--- config.mk ---
export PLATFORM = sky130hd
export DESIGN_NAME = keyed_multi_slot_countdown_timer_core
export DESIGN_NICKNAME = d
export VERILOG_FILES = /design/src/rtl/kmsct_pkg.sv /design/src/rtl/kmsct_ctrl.sv /design/src/rtl/kmsct_datapath.sv /design/src/rtl/keyed_multi_slot_countdown_timer_core.sv
export SDC_FILE = /design/constraint.sdc
export NUM_CORES = 1
export LEC_CHECK = 0
export BUFFER_PORTS_ARGS = -buffer_cell sky130_fd_sc_hd__buf_2
export CAP_MARGIN = 20
export CORE_UTILIZATION = 52
export CTS_BUF_LIST = sky130_fd_sc_hd__clkbuf_8
export CTS_CLUSTER_SIZE = 10
export DETAILED_ROUTE_END_ITERATION = 8
export GPL_TIMING_DRIVEN = 0
export PLACE_DENSITY = 0.75
export SYNTH_ARGS = -nofsm -noshare
export SYNTH_HDL_FRONTEND = slang
export SYNTH_HIERARCHICAL = 1
export SYNTH_SLANG_ARGS = --single-unit
--- constraint.sdc ---
create_clock -name clk_i -period 7.14 [get_ports clk_i]
set_clock_uncertainty 0.2 [all_clocks]
set_input_delay 0.357 -clock clk_i [delete_from_list [all_inputs] [get_ports clk_i]]
set_output_delay 0.357 -clock clk_i [all_outputs]
set_load 0.05 [all_outputs]
--- src/rtl/kmsct_pkg.sv ---
// Package with shared constants, codes and types of the keyed countdown timer.
package kmsct_pkg;

  localparam int unsigned SlotsDef = 2;
  localparam int unsigned TicksPerSecondDef = 100;

  localparam int unsigned CmdW = 2;
  localparam int unsigned KeyW = 16;
  localparam int unsigned SecW = 17;
  localparam int unsigned StatusW = 2;
  localparam int unsigned CfgW = 2;

  localparam logic [CmdW-1:0] CMD_TICK  = 2'd0;
  localparam logic [CmdW-1:0] CMD_SET   = 2'd1;
  localparam logic [CmdW-1:0] CMD_CLEAR = 2'd2;
  localparam logic [CmdW-1:0] CMD_QUERY = 2'd3;

  localparam logic [StatusW-1:0] ST_DONE     = 2'd0;
  localparam logic [StatusW-1:0] ST_RELOADED = 2'd1;
  localparam logic [StatusW-1:0] ST_REJECTED = 2'd2;
  localparam logic [StatusW-1:0] ST_CLAIMED  = 2'd3;

  typedef struct packed {
    logic exec;
    logic cfg_we;
  } kmsct_cmd_t;

endpackage

--- src/rtl/kmsct_ctrl.sv ---
// Controller that accepts commands and marks when a result word is presented.
module kmsct_ctrl
  import kmsct_pkg::*;
(
  input  logic       clk_i,
  input  logic       rst_ni,
  input  logic       start,
  input  logic       cfg_we_i,
  output logic       busy,
  output logic       done_o,
  output kmsct_cmd_t cmd_o
);

  localparam logic StIdle   = 1'b0;
  localparam logic StResult = 1'b1;

  logic state_q;
  logic state_d;

  always_comb begin
    busy        = 1'b0;
    cmd_o.exec   = start & ~busy;
    cmd_o.cfg_we = cfg_we_i;
    case (state_q)
      StIdle:   state_d = cmd_o.exec ? StResult : StIdle;
      StResult: state_d = cmd_o.exec ? StResult : StIdle;
      default:  state_d = StIdle;
    endcase
  end

  assign done_o = (state_q == StResult);

  always_ff @(posedge clk_i or negedge rst_ni) begin
    if (!rst_ni) begin
      state_q <= StIdle;
    end else begin
      state_q <= state_d;
    end
  end

endmodule

--- src/rtl/kmsct_datapath.sv ---
// Datapath holding the timer slots, the limit register and the result word.
module kmsct_datapath
  import kmsct_pkg::*;
#(
  parameter int unsigned SLOTS = SlotsDef,
  parameter int unsigned TICKS_PER_SECOND = TicksPerSecondDef
) (
  input  logic               clk_i,
  input  logic               rst_ni,
  input  kmsct_cmd_t         cmd_i,
  input  logic [CfgW-1:0]    cfg_wdata_i,
  input  logic [CmdW-1:0]    command_i,
  input  logic [KeyW-1:0]    timer_key_i,
  input  logic [SecW-1:0]    duration_seconds_i,
  input  logic               query_slot_i,
  output logic [StatusW-1:0] status_o,
  output logic               slot_index_o,
  output logic               slot_is_active_o,
  output logic [KeyW-1:0]    slot_key_o,
  output logic [SecW-1:0]    remaining_seconds_o,
  output logic [1:0]         active_count_o,
  output logic [1:0]         expired_mask_o
);

  localparam int unsigned CntW  = $clog2(SLOTS + 1);
  localparam int unsigned AW    = (CntW > CfgW) ? CntW : CfgW;
  localparam int unsigned FracW = (TICKS_PER_SECOND > 1) ? $clog2(TICKS_PER_SECOND) : 1;
  localparam int unsigned MaskW = (SLOTS > 2) ? SLOTS : 2;
  localparam logic [FracW-1:0] FracTop = FracW'(TICKS_PER_SECOND - 1);

  // Each slot keeps its ticks as whole seconds plus a sub-second tick count.
  logic [SLOTS-1:0] run_q, run_d;
  logic [KeyW-1:0]  key_q [SLOTS];
  logic [KeyW-1:0]  key_d [SLOTS];
  logic [SecW-1:0]  sec_q [SLOTS];
  logic [SecW-1:0]  sec_d [SLOTS];
  logic [FracW-1:0] frac_q [SLOTS];
  logic [FracW-1:0] frac_d [SLOTS];
  logic [CntW-1:0]  count_q, count_d;
  logic [CfgW-1:0]  allowed_q;

  logic [StatusW-1:0] status_d;
  logic               sidx_d;
  logic               sact_d;
  logic [KeyW-1:0]    skey_d;
  logic [SecW-1:0]    srem_d;
  logic [MaskW-1:0]   emask_d;
  logic               found;

  always_comb begin
    run_d    = run_q;
    key_d    = key_q;
    sec_d    = sec_q;
    frac_d   = frac_q;
    status_d = ST_DONE;
    sidx_d   = 1'b0;
    sact_d   = 1'b0;
    skey_d   = '0;
    srem_d   = '0;
    emask_d  = '0;
    found    = 1'b0;
    count_d  = '0;

    case (command_i)
      CMD_TICK: begin
        for (int i = 0; i < SLOTS; i++) begin
          if (run_q[i]) begin
            if (sec_q[i] == '0 && frac_q[i] <= FracW'(1)) begin
              run_d[i]   = 1'b0;
              emask_d[i] = 1'b1;
            end else if (frac_q[i] == '0) begin
              sec_d[i]  = sec_q[i] - SecW'(1);
              frac_d[i] = FracTop;
            end else begin
              frac_d[i] = frac_q[i] - FracW'(1);
            end
          end
        end
      end
      CMD_SET: begin
        for (int i = 0; i < SLOTS; i++) begin
          if (!found && run_q[i] && key_q[i] == timer_key_i) begin
            found     = 1'b1;
            sec_d[i]  = duration_seconds_i;
            frac_d[i] = '0;
            status_d  = ST_RELOADED;
            sidx_d    = 1'(i);
          end
        end
        if (!found && (AW'(count_q) < AW'(allowed_q))) begin
          for (int i = 0; i < SLOTS; i++) begin
            if (!found && !run_q[i]) begin
              found     = 1'b1;
              run_d[i]  = 1'b1;
              key_d[i]  = timer_key_i;
              sec_d[i]  = duration_seconds_i;
              frac_d[i] = '0;
              status_d  = ST_CLAIMED;
              sidx_d    = 1'(i);
            end
          end
        end
        if (!found) begin
          status_d = ST_REJECTED;
        end
      end
      CMD_CLEAR: begin
        run_d = '0;
      end
      CMD_QUERY: begin
        sidx_d = query_slot_i;
        for (int i = 0; i < SLOTS; i++) begin
          if (int'(query_slot_i) == i && run_q[i]) begin
            sact_d = 1'b1;
            skey_d = key_q[i];
            srem_d = sec_q[i];
          end
        end
      end
      default: begin
        run_d = run_q;
      end
    endcase

    for (int i = 0; i < SLOTS; i++) begin
      count_d = count_d + CntW'(run_d[i]);
    end
  end

  always_ff @(posedge clk_i or negedge rst_ni) begin
    if (!rst_ni) begin
      run_q     <= '0;
      count_q   <= '0;
      allowed_q <= CfgW'(1);
    end else begin
      if (cmd_i.cfg_we) begin
        allowed_q <= cfg_wdata_i;
      end
      if (cmd_i.exec) begin
        run_q   <= run_d;
        count_q <= count_d;
      end
    end
  end

  always_ff @(posedge clk_i) begin
    if (cmd_i.exec) begin
      key_q               <= key_d;
      sec_q               <= sec_d;
      frac_q              <= frac_d;
      status_o            <= status_d;
      slot_index_o        <= sidx_d;
      slot_is_active_o    <= sact_d;
      slot_key_o          <= skey_d;
      remaining_seconds_o <= srem_d;
      active_count_o      <= 2'(count_d);
      expired_mask_o      <= emask_d[1:0];
    end
  end

endmodule

--- src/rtl/keyed_multi_slot_countdown_timer_core.sv ---
// Top level of the keyed multi-slot countdown timer.
// Every command is accepted without waiting: busy stays low, so a new word can be started
// on every clock edge. The result word of a command appears on the result ports in
// the cycle after it is accepted, marked by done_o for exactly that one cycle, and
// must be captured then since the receiver cannot stall it. The slot table is a set
// of registers updated when a command is accepted. The user must write the limit register
// with cfg_we_i and cfg_wdata_i only while no command is in flight; the block does not check.
module keyed_multi_slot_countdown_timer_core
  import kmsct_pkg::*;
#(
  parameter int unsigned SLOTS = SlotsDef,
  parameter int unsigned TICKS_PER_SECOND = TicksPerSecondDef
) (
  input  logic               clk_i,
  input  logic               rst_ni,
  input  logic               start,
  output logic               busy,
  input  logic               cfg_we_i,
  input  logic [CfgW-1:0]    cfg_wdata_i,
  input  logic [CmdW-1:0]    command_i,
  input  logic [KeyW-1:0]    timer_key_i,
  input  logic [SecW-1:0]    duration_seconds_i,
  input  logic               query_slot_i,
  output logic               done_o,
  output logic [StatusW-1:0] status_o,
  output logic               slot_index_o,
  output logic               slot_is_active_o,
  output logic [KeyW-1:0]    slot_key_o,
  output logic [SecW-1:0]    remaining_seconds_o,
  output logic [1:0]         active_count_o,
  output logic [1:0]         expired_mask_o
);

  kmsct_cmd_t cmd;

  kmsct_ctrl u_ctrl (
    .clk_i    (clk_i),
    .rst_ni   (rst_ni),
    .start    (start),
    .cfg_we_i (cfg_we_i),
    .busy     (busy),
    .done_o   (done_o),
    .cmd_o    (cmd)
  );

  kmsct_datapath #(
    .SLOTS            (SLOTS),
    .TICKS_PER_SECOND (TICKS_PER_SECOND)
  ) u_datapath (
    .clk_i               (clk_i),
    .rst_ni              (rst_ni),
    .cmd_i               (cmd),
    .cfg_wdata_i         (cfg_wdata_i),
    .command_i           (command_i),
    .timer_key_i         (timer_key_i),
    .duration_seconds_i  (duration_seconds_i),
    .query_slot_i        (query_slot_i),
    .status_o            (status_o),
    .slot_index_o        (slot_index_o),
    .slot_is_active_o    (slot_is_active_o),
    .slot_key_o          (slot_key_o),
    .remaining_seconds_o (remaining_seconds_o),
    .active_count_o      (active_count_o),
    .expired_mask_o      (expired_mask_o)
  );

endmodule
# == Word-level counts from Yosys, hierarchy flattened ==
# Cells that the tools add are included.
# op_classes
add_sub_neg,5
n_mul,0
n_div,0
magnitude_cmp,3
n_eq_ne,11
shifts,0
n_mux,62
bitwise,1
reduce_logical,30
# ops
operator,n
2-to-1 mux 17 bit,12
2-to-1 mux 7 bit,10
one-hot mux 34 bit (2 select lines),1
zero test 17 bit,2
2-to-1 mux 34 bit,1
subtractor 17 x 1 -> 17 bit (second input constant),2
== test 16 bit,2
2-to-1 mux 16 bit,2
one-hot mux 14 bit (2 select lines),1
2-to-1 mux 1 bit,27
AND reduction 4 bit,4
less-or-equal comparator 7 x 1 -> 1 bit (second input constant),2
zero test 7 bit,2
2-to-1 mux 14 bit,1
subtractor 7 x 1 -> 7 bit (second input constant),2
logical AND 1 bit,10
2-to-1 mux 2 bit,5
AND reduction 5 bit,2
inequality test 2 x 1 -> 1 bit (second input constant),4
one-hot mux 2 bit (3 select lines),1
AND reduction 2 bit,3
zero test 1 bit,5
== test 2 bit (second input constant),2
inequality test 2 bit (second input constant),2
7 further kinds,7
# word_totals
ff_bits,128
latchBits,0
ramBits,0
romBits,0
input_bits,42
elab_cells,131
mem_count,0

# == Longest topological paths before layout ==
# Gate-level depths: netlist (run 1).
# logic_depth
ltp_word,20
ltp_mapped,10
mapped_depth_nobuf,10

# == Hierarchy ==
# The synthesis (run 1) kept the hierarchy.
# by_module_without_submodules
module,instances,cells_each,area_per_inst_um2
kmsct_datapath,1,580,6729.0
kmsct_ctrl,1,5,51.3

# == Worst setup path after synthesis (run 1) ==
# Ideal clock, no wire load.
# synth_timing
kind,reg-to-reg
start,register u_datapath/sec_q[17] (netlist bit)
end,register u_datapath/sec_q[17] (netlist bit) (enable)
arrival_time_ns,2.515
path_slack_ns,4.032
path_stages_with_launch,9
n_path_buf,0
period_less_slack_ns,3.108
path_cell_list,edfxtp_1 inv_1 ha_1 nor3b_1 nand2_1 nor4b_4 nand2b_1 a21oi_1 nor2b_1
# synth_between
elab_chain_len,4
# synth_lines
item,line,source
from (decl),kmsct_datapath.sv:35,logic [SecW-1:0] sec_q [SLOTS];
from (signal assigned),kmsct_datapath.sv:149,sec_q <= sec_d;
zero test 17 bit,kmsct_datapath.sv:68,if (sec_q[i] == '0 && frac_q[i] <= FracW'(1)) begin
logical AND 1 bit,kmsct_datapath.sv:68,
inequality test 2 bit (no source line),n/a,
AND reduction 5 bit (no source line),n/a,
# Every way passes these cells.
# A chain may end at the register's enable or synchronous reset.

# == Final worst setup path (run 1) ==
# layout_timing
start,register u_datapath/sec_q[0] (netlist bit)
end,register u_datapath.count_q[0]
# layout_between
elab_chain_len,6
# layout_lines
item,line,source
zero test 17 bit,kmsct_datapath.sv:68,
logical AND 1 bit,kmsct_datapath.sv:68,
2-to-1 mux 1 bit,kmsct_datapath.sv:68,
2-to-1 mux 1 bit,kmsct_datapath.sv:67,if (run_q[i]) begin
one-hot mux 2 bit (3 select lines),kmsct_datapath.sv:64,case (command_i)
adder 1 x 1 -> 2 bit,kmsct_datapath.sv:126,count_d = count_d + CntW'(run_d[i]);
named net u_datapath.count_d[0],kmsct_datapath.sv:39,"logic [CntW-1:0] count_q, count_d;"
to (signal assigned),kmsct_datapath.sv:141,count_q <= count_d;
to (decl),kmsct_datapath.sv:39,
# The timed path passes the listed nets, and every way through them passes these cells.

==> results of run 1 <==
worst max path at each step:
stage,start,slack (ns),cells after the start,endpoint
5_1_grt,u_datapath/sec_q[0],3.35,10,u_datapath/count_q[0]
6_report,u_datapath/sec_q[0],3.52,10,u_datapath/count_q[0]
3_3_place_gp,u_datapath/sec_q[17],3.22,8,u_datapath/sec_q[30]
2_1_floorplan,u_datapath/sec_q[17],4.03,8,u_datapath/sec_q[17]
4_1_cts,u_datapath/sec_q[0],3.53,10,u_datapath/count_q[0]
3_5_place_dp,u_datapath/sec_q[0],3.56,10,u_datapath/count_q[0]
through the flow:
stage	setup slack, ns	hold slack (ns)	power, W	area, µm²
floorplan	4.03	-0.139	0.00119	6780
global placement	3.22	-0.00273	0.00128	7400
detailed placement	3.56	0.00451	0.00130	7410
CTS	3.53	0.00525	0.00193	8050
global route	3.35	0.00845	0.00201	8050
finish	3.52	0.0263	0.00194	8050
cell usage in the layout, fill, tap and decap left out, types with 6 or more instances in the layout:
cell | synthesis | routed
xor2_1 | 8 | 8
clkbuf_8 | 0 | 17
a221o_1 | 7 | 7
a21oi_1 | 24 | 23
nor2_1 | 78 | 78
dfrtp_1 | 6 | 6
nand4_1 | 9 | 9
dlygate4sd3_1 | 0 | 23
nand2b_1 | 8 | 8
a31oi_1 | 13 | 13
inv_1 | 12 | 14
nand2_1 | 36 | 36
o221a_1 | 16 | 16
and3_1 | 6 | 6
edfxtp_1 | 121 | 121
nand3_1 | 13 | 13
and2_1 | 8 | 8
xnor2_1 | 35 | 35
buf_2 | 3 | 83
a22oi_1 | 36 | 36
nor3_1 | 15 | 15
o21ai_1 | 6 | 6
clkbuf_1 | 18 | 18
ha_1 | 9 | 9
cells by family after synthesis:
logic type               count (synthesis)  synth area share [%]
multiplexers                             6                 0.996
flip-flops                             128                  56.2
buffers and inverters                   42                  3.03
AND/OR/NAND/NOR                        211                  16.3
AO/OA/AOI/OAI                          145                  16.2
adder cells (fa/ha/maj)                  9                  1.66
other                                    1                0.0553
XOR/XNOR                                43                  5.55
state kept, by name (all words and copies together), names as in the netlist, named ones only:
name	cells
u_datapath/slot_index_o	1
u_datapath/status_o	2
u_datapath/slot_key_o	16
u_datapath/sec_q	34
u_datapath/expired_mask_o	2
u_datapath/run_q	1
u_datapath/active_count_o	2
u_datapath/count_q	2
u_datapath/key_q	32
u_datapath/slot_is_active_o	1
u_ctrl/done_o	1
u_datapath/allowed_q	2
u_datapath/frac_q	14
u_datapath/remaining_seconds_o	17
worst max-delay path: cells and delay by family (launching register included):
kind / cells / cell delay [ns]
AND/OR/NAND/NOR: 3 / 1.55
adder cells (fa/ha/maj): 2 / 0.50
flip-flops: 1 / 0.47
AO/OA/AOI/OAI: 3 / 0.42
multiplexers: 1 / 0.27
buffers and inverters: 1 / 0.09
cell type report:
cell class                      instances  area [µm²]  area share, %
Buffer                                 28         150           1.87
Clock buffer                           17         234           2.91
Clock inverter                         15         169           2.10
Inverter                               14        55.1          0.684
Multi-Input combinational cell        415        2770           34.4
Sequential cell                       128        3810           47.3
Tap cell                              172         215           2.67
Timing Repair Buffer                  104         642           7.98
layer usage:
metal  GRT usage, %  part of all wire, %  vias up
met3           5.76                  8.6       36
met5              0                    0        -
met4           11.3                  2.1        0
met2           42.1                   47      317
met1           35.6                   43     2614
li1               -                    -     2509
power by group through the flow:
stage          clock (W)  combinational (W)  sequential (W)
2_1_floorplan          0           0.000207        0.000980
3_5_place_dp           0           0.000370        0.000925
6_report        0.000637           0.000389        0.000909
4_1_cts         0.000644           0.000382        0.000909
3_3_place_gp           0           0.000358        0.000923
5_1_grt         0.000677           0.000415        0.000915
==> results.sh, run 1 <==
export IMPL_worstMarginPinSlew_ns=0.941
export IMPL_io_pins=85
export IMPL_crit_path_end_kind="register"
export IMPL_n_antenna_cell=0
export IMPL_ctsResizeCount=0
export IMPL_grt_pass1_wl_mm=26.5
export IMPL_cts_tree="yes"
export IMPL_place_congestion=0.900
export IMPL_whs_path_depth=2
export IMPL_holdPathEnd="u_datapath/sec_q[7]"
export IMPL_timing_rr_start="u_datapath/sec_q[0]"
export IMPL_hold_violations=0
export IMPL_syn_nets=636
export IMPL_htreeDepth=4
export IMPL_clkPwrFrac_pct=32.9
export IMPL_p_per_area_nw_per_um2=241
export IMPL_cts_setup_buffers=0
export IMPL_setup_tns_final_ns=0
export IMPL_synth_avg_cell_area_um2=11.6
export IMPL_relSlewSlack_pct=37.0
export IMPL_cts_buffers=17
export IMPL_cts_root_buf="clkbuf_8"
export IMPL_finalSetupViolCount=0
export IMPL_timing_critical_path_fanout_max=6
export IMPL_synthToLayoutAreaGrowth_pct=18.7
export IMPL_internal_power_w=0.00135
export IMPL_start_util_pct=53.5
export IMPL_critPathMaxStageDelay_ns=0.61
export IMPL_period_minus_slack_ns=3.62
export IMPL_ys_seq_elements=128
export IMPL_worstHoldPathType="input pin to register"
export IMPL_holdBufCountCts=23
export IMPL_core_um2=12700
export IMPL_r2r_end="u_datapath/count_q[0]"
export IMPL_totalWireLength_mm=17.2
export IMPL_netlist_top_cells_area="edfxtp_1 (54%), xnor2_1 (4.5%), nor2_1 (4.3%)"
export IMPL_place_inst=838
export IMPL_syn_area_um2=6780
export IMPL_startpoint_type="register"
export IMPL_reg2reg_setup_slack_ns=3.52
export IMPL_dp_hpwl_mm=12.0
export IMPL_max_freq_ghz=0.276
export IMPL_ys_types=73
export IMPL_clk_latency_ns=0.46
export IMPL_drtAntennaViolNets=0
export IMPL_synth_commonest_cells="edfxtp_1 (121), nor2_1 (78), a22oi_1 (36), nand2_1 (36), xnor2_1 (35)"
export IMPL_routed_via_density=6.13
export IMPL_drtPass1Iterations=5
export IMPL_finalNonFillerCells=893
export IMPL_grt_max_degree=50
export IMPL_cp_cell_sequence="inv_1 -> ha_1 -> or3b_1 -> nor4b_2 -> nor4b_4 -> a21oi_1 -> o21ai_1 -> o31ai_1 -> ha_1 -> mux2_2"
export IMPL_drv_slew=0
export IMPL_ys_warnings_count=6
export IMPL_cpMostUsedCell="ha_1"
export IMPL_synth_most_common_cell="edfxtp_1"
export IMPL_drive_gt1_share_pct=21.1
export IMPL_rsz0062_at_grt="false"
export IMPL_die_area_um2=13500
export IMPL_antenna_found_initial=0
export IMPL_synthFlopType="edfxtp_1"
export IMPL_clockBufferDepth=2
export IMPL_num_rows=41
export IMPL_synthArstFlopShare_pct=5.47
export IMPL_syn_inst=585
export IMPL_synth_top_cell_area_share_pct=53.6
export IMPL_switchingPower_w=0.000584
export IMPL_clkTransAtPathRegs_ns=0.08
export IMPL_wl_per_cell_um=19.2
export IMPL_seqPwrFrac_pct=47.0
export IMPL_fill_cells=1000
export IMPL_clock_sinks=128
export IMPL_peakVddDrop_v=0.000119
export IMPL_swShare_pct=30.2
export IMPL_overflow=0
export IMPL_path_class="register to register"
export IMPL_grt_use_total_pct=26.6
export IMPL_cp_required_ns=7.29
export IMPL_comb_power_share_pct=20.1
export IMPL_portBuffers=80
export IMPL_fin_nets=759
export IMPL_drtIter0Drc=617
export IMPL_final_period_utilization_pct=50.7
export IMPL_first_global_vias=5132
export IMPL_yosys_area_top_type="edfxtp_1"
export IMPL_drv_cap=0
export IMPL_worstRegToRegCells=10
export IMPL_ys_seq_area_share_pct=56.2
export IMPL_status="complete, no violations"
export IMPL_arrival_ns=3.77
export IMPL_min_delay_start="duration_seconds_i[7]"
export IMPL_synth_edf_count=121
export IMPL_vias=5476
export IMPL_die_height_um=116
export IMPL_final_core_util_pct=63.5
export IMPL_cpMaxStageDelayCell="nor4b_2"
export IMPL_die_x_um=116
export IMPL_drc=0
export IMPL_leakage_nw=2.90
No activity file was read; power rests on OpenSTA's default activity.
==> inputs of run 2 (changes only) <==
--- a/config.mk
+++ b/config.mk
@@ -5,6 +5,7 @@
 export SDC_FILE = /design/constraint.sdc
 export NUM_CORES = 1
 export LEC_CHECK = 0
+export ABC_AREA = 1
 export BUFFER_PORTS_ARGS = -buffer_cell sky130_fd_sc_hd__buf_2
 export CAP_MARGIN = 20
 export CORE_UTILIZATION = 52
@@ -12,7 +13,7 @@
 export CTS_CLUSTER_SIZE = 10
 export DETAILED_ROUTE_END_ITERATION = 8
 export GPL_TIMING_DRIVEN = 0
-export PLACE_DENSITY = 0.75
+export PLACE_DENSITY = 0.74
 export SYNTH_ARGS = -nofsm -noshare
 export SYNTH_HDL_FRONTEND = slang
 export SYNTH_HIERARCHICAL = 1
==> constraint.sdc (replaced) <==
create_clock -name clk_i -period 3.7 [get_ports clk_i]
set_clock_uncertainty 0.2 [all_clocks]
set_input_delay 0.185 -clock clk_i [delete_from_list [all_inputs] [get_ports clk_i]]
set_output_delay 0.185 -clock clk_i [all_outputs]
set_load 0.05 [all_outputs]
==> run 2 against run 1 <==
Sequential power increased by 87%; critical path depth unchanged; sequential share of layout area decreased by 5.3 points; via count increased by 32%; die area increased by 13%; non-clock buffer count increased by 28; setup slack got worse by 2.8 ns; first-iteration DRC count increased by 38%; core utilization increased by 0.81 points; synthesized cell count increased by 67%; clock power increased by 55%; combinational power increased by 85%.
==> results.sh, run 2 <==
export IMPL_cts_setup_buffers=0
export IMPL_ys_seq_elements=128
export IMPL_routed_via_density=5.47
export IMPL_drv_cap=0
export IMPL_synthFlopType="edfxtp_1"
export IMPL_synth_top_cell_area_share_pct=47.5
export IMPL_wl_per_cell_um=15.6
export IMPL_num_rows=43
export IMPL_cpMaxStageDelayCell="edfxtp_1"
export IMPL_synthArstFlopShare_pct=5.47
export IMPL_path_class="register to register"
export IMPL_overflow=0
export IMPL_clkTransAtPathRegs_ns=0.08
export IMPL_cp_cell_sequence="inv_1 -> ha_1 -> inv_1 -> nor2_1 -> nand2_1 -> nor2_1 -> nand4_1 -> o31ai_1 -> nor3_2 -> buf_6"
export IMPL_peakVddDrop_v=0.000208
export IMPL_fin_area_um2=9070
export IMPL_reg_top3="u_datapath/sec_q x34, u_datapath/key_q x32, u_datapath/remaining_seconds_o x17"
export IMPL_cts_root_buf="clkbuf_8"
export IMPL_core_um2=14100
export IMPL_finalSetupViolCount=0
export IMPL_grt_use_total_pct=27.9
export IMPL_leakage_nw=4.29
export IMPL_timing_critical_path_fanout_max=11
export IMPL_clk_latency_ns=0.46
export IMPL_vias=7206
export IMPL_drv_slew=0
export IMPL_drc=0
export IMPL_arrival_ns=2.97
export IMPL_cts_buffers=17
export IMPL_period_minus_slack_ns=2.95
export IMPL_hold_violations=0
export IMPL_ys_seq_area_share_pct=49.8
export IMPL_rsz0062_at_grt="false"
export IMPL_ys_warnings_count=6
export IMPL_drtAntennaViolNets=0
export IMPL_clockBufferDepth=2
export IMPL_largest_reg_flops=34
export IMPL_drtPass1Iterations=6
export IMPL_worstHoldPathType="input pin to register"
export IMPL_first_global_vias=6499
export IMPL_die_x_um=123
export IMPL_yosys_area_top_type="edfxtp_1"
export IMPL_power_total_w=0.00341
export IMPL_dpl_instance_area_um2=8350
export IMPL_start_util_pct=54.2
export IMPL_cts_tree="yes"
export IMPL_dp_hpwl_mm=14.9
export IMPL_layout_setup_ws_ns=0.750
export IMPL_synthToLayoutAreaGrowth_pct=18.6
export IMPL_netlist_top_cells_area="edfxtp_1 (48%), nand2_1 (12%), inv_1 (8.1%)"
export IMPL_status="complete, no violations"
export IMPL_startpoint_type="register"
export IMPL_grt_max_degree=48
export IMPL_worstMarginPinSlew_ns=0.928
export IMPL_clock_sinks=128
export IMPL_critPathMaxStageDelay_ns=0.43
export IMPL_htreeDepth=4
export IMPL_layout_commonest_cell="nand2_1"
export IMPL_n_antenna_cell=0
export IMPL_setup_tns_final_ns=0
export IMPL_syn_area_um2=7640
export IMPL_dp_slack_ns=0.833
export IMPL_die_height_um=123
export IMPL_place_inst=1246
export IMPL_syn_inst=979
export IMPL_synth_most_common_cell="nand2_1"
export IMPL_drtIter0Drc=849
export IMPL_grt_pass1_wl_mm=31.6
export IMPL_io_pins=85
export IMPL_drive_gt1_share_pct=13.7
export IMPL_crit_path_end_kind="register"
export IMPL_portBuffers=81
export IMPL_p_per_area_nw_per_um2=376
export IMPL_die_area_um2=15200
export IMPL_final_period_utilization_pct=79.7
export IMPL_finalNonFillerCells=1318
export IMPL_synth_edf_count=121
export IMPL_fill_cells=1224
export IMPL_max_freq_ghz=0.339
export IMPL_ys_types=39
export IMPL_totalWireLength_mm=20.5
export IMPL_synth_avg_cell_area_um2=7.81
export IMPL_synth_commonest_cells="nand2_1 (250), inv_1 (165), edfxtp_1 (121)"
export IMPL_antenna_found_initial=0
export IMPL_syn_nets=1030
export IMPL_top_register="u_datapath/sec_q"
export IMPL_cp_required_ns=3.72
export IMPL_most_common_layout_cells="nand2_1 (250), inv_1 (172), edfxtp_1 (121), nor2_1 (117), nand3_1 (107)"
export IMPL_place_congestion=0.916
export IMPL_fin_nets=1176
export IMPL_relSlewSlack_pct=37.8
[run 2: cell count changes after synthesis, sizes merged, moves of 8 or more]
cell / previous run / this run
nor2: 78 / 118
a22oi: 37 / 1
o21ai: 12 / 39
xor2: 8 / 17
nand3: 13 / 108
inv: 14 / 177
xnor2: 35 / 2
nand2b: 8 / 0
o22ai: 4 / 31
a31oi: 13 / 2
nand2: 38 / 253
o221a: 18 / 0
a21oi: 27 / 15
[run 2: critical path: cells and delay by family (launching register included)]
kind / cells / cell delay, ns
compound gates: 1 / 0.36
fa+ha+maj: 1 / 0.21
buf+inv: 3 / 0.44
flops: 1 / 0.43
simple gates: 5 / 1.07
[run 2: cells by family (layout without fill, tap and decap cells)]
kind of cell               after synthesis  after routing  share of synthesized area, %
adders and majority gates                9              9                          1.47
muxes                                    1              1                         0.147
xor gates and xnor gates                19             19                          2.18
DFF                                    128            128                          49.8
buffers and inverters                  211            370                          10.9
and+or+nand+nor                        517            517                          28.6
AOI/OAI and AO/OA                       93             93                          6.83
other                                    1              1                        0.0491
[run 2: per-layer routing]
layer | GRT usage, % | routed length (µm) | vias to the layer above
met3 | 6.23 | 2100 | 43
li1 | - | - | 3465
met4 | 10.7 | 476 | 0
met5 | 0 | 0 | -
met1 | 37.5 | 8520 | 3295
met2 | 44.0 | 9400 | 403
[run 2: cell type report]
| cell class | count | area, µm² | share of cell area [%] |
|---|---|---|---|
| Buffer | 33 | 164 | 1.81 |
| Clock buffer | 18 | 248 | 2.73 |
| Clock inverter | 14 | 66.3 | 0.731 |
| Inverter | 178 | 668 | 7.37 |
| Multi-Input combinational cell | 640 | 3020 | 33.3 |
| Sequential cell | 128 | 3810 | 42.0 |
| Tap cell | 180 | 225 | 2.48 |
| Timing Repair Buffer | 127 | 862 | 9.51 |
[run 2: stage by stage]
stage | util (%) | hold WS (ns)
2_1_floorplan | - | -0.311
3_3_place_gp | 58.7 | -0.174
3_5_place_dp | 59.2 | -0.173
4_1_cts | 64.3 | 0.00215
5_1_grt | 64.3 | 0.00883
6_report | 64.3 | 0.0243
[run 2: repair_timing]
item	in CTS	in global routing
endpoints found under the setup margin	0	0
hold buffers	40	0
resized for setup	0	0
endpoints found under the hold margin	77	0
[run 2: worst paths after layout]
| path | start | end | slack [ns] | cells past startpoint |
|---|---|---|---|---|
| worst max-delay path | u_datapath/sec_q[17] | u_datapath/sec_q[20] | 0.75 | 10 |
| worst min-delay path | query_slot_i | u_datapath/slot_key_o[14] | 0.02 | 3 |
| worst max register to register | u_datapath/sec_q[17] | u_datapath/sec_q[20] | 0.75 | 10 |
| worst min register to register | u_datapath/count_q[1] | u_datapath/count_q[1] | 0.30 | 2 |
| max in group asynchronous | rst_ni | u_datapath/count_q[1] | 2.56 | 3 |
| min in group asynchronous | rst_ni | u_datapath/allowed_q[0] | 0.03 | 2 |
[run 2: power by group]
part | switching [W] | internal [W]
combinational | 0.000501 | 0.000220
sequential | 0.0000303 | 0.00167
clock | 0.000535 | 0.000455
total | 0.00107 | 0.00234
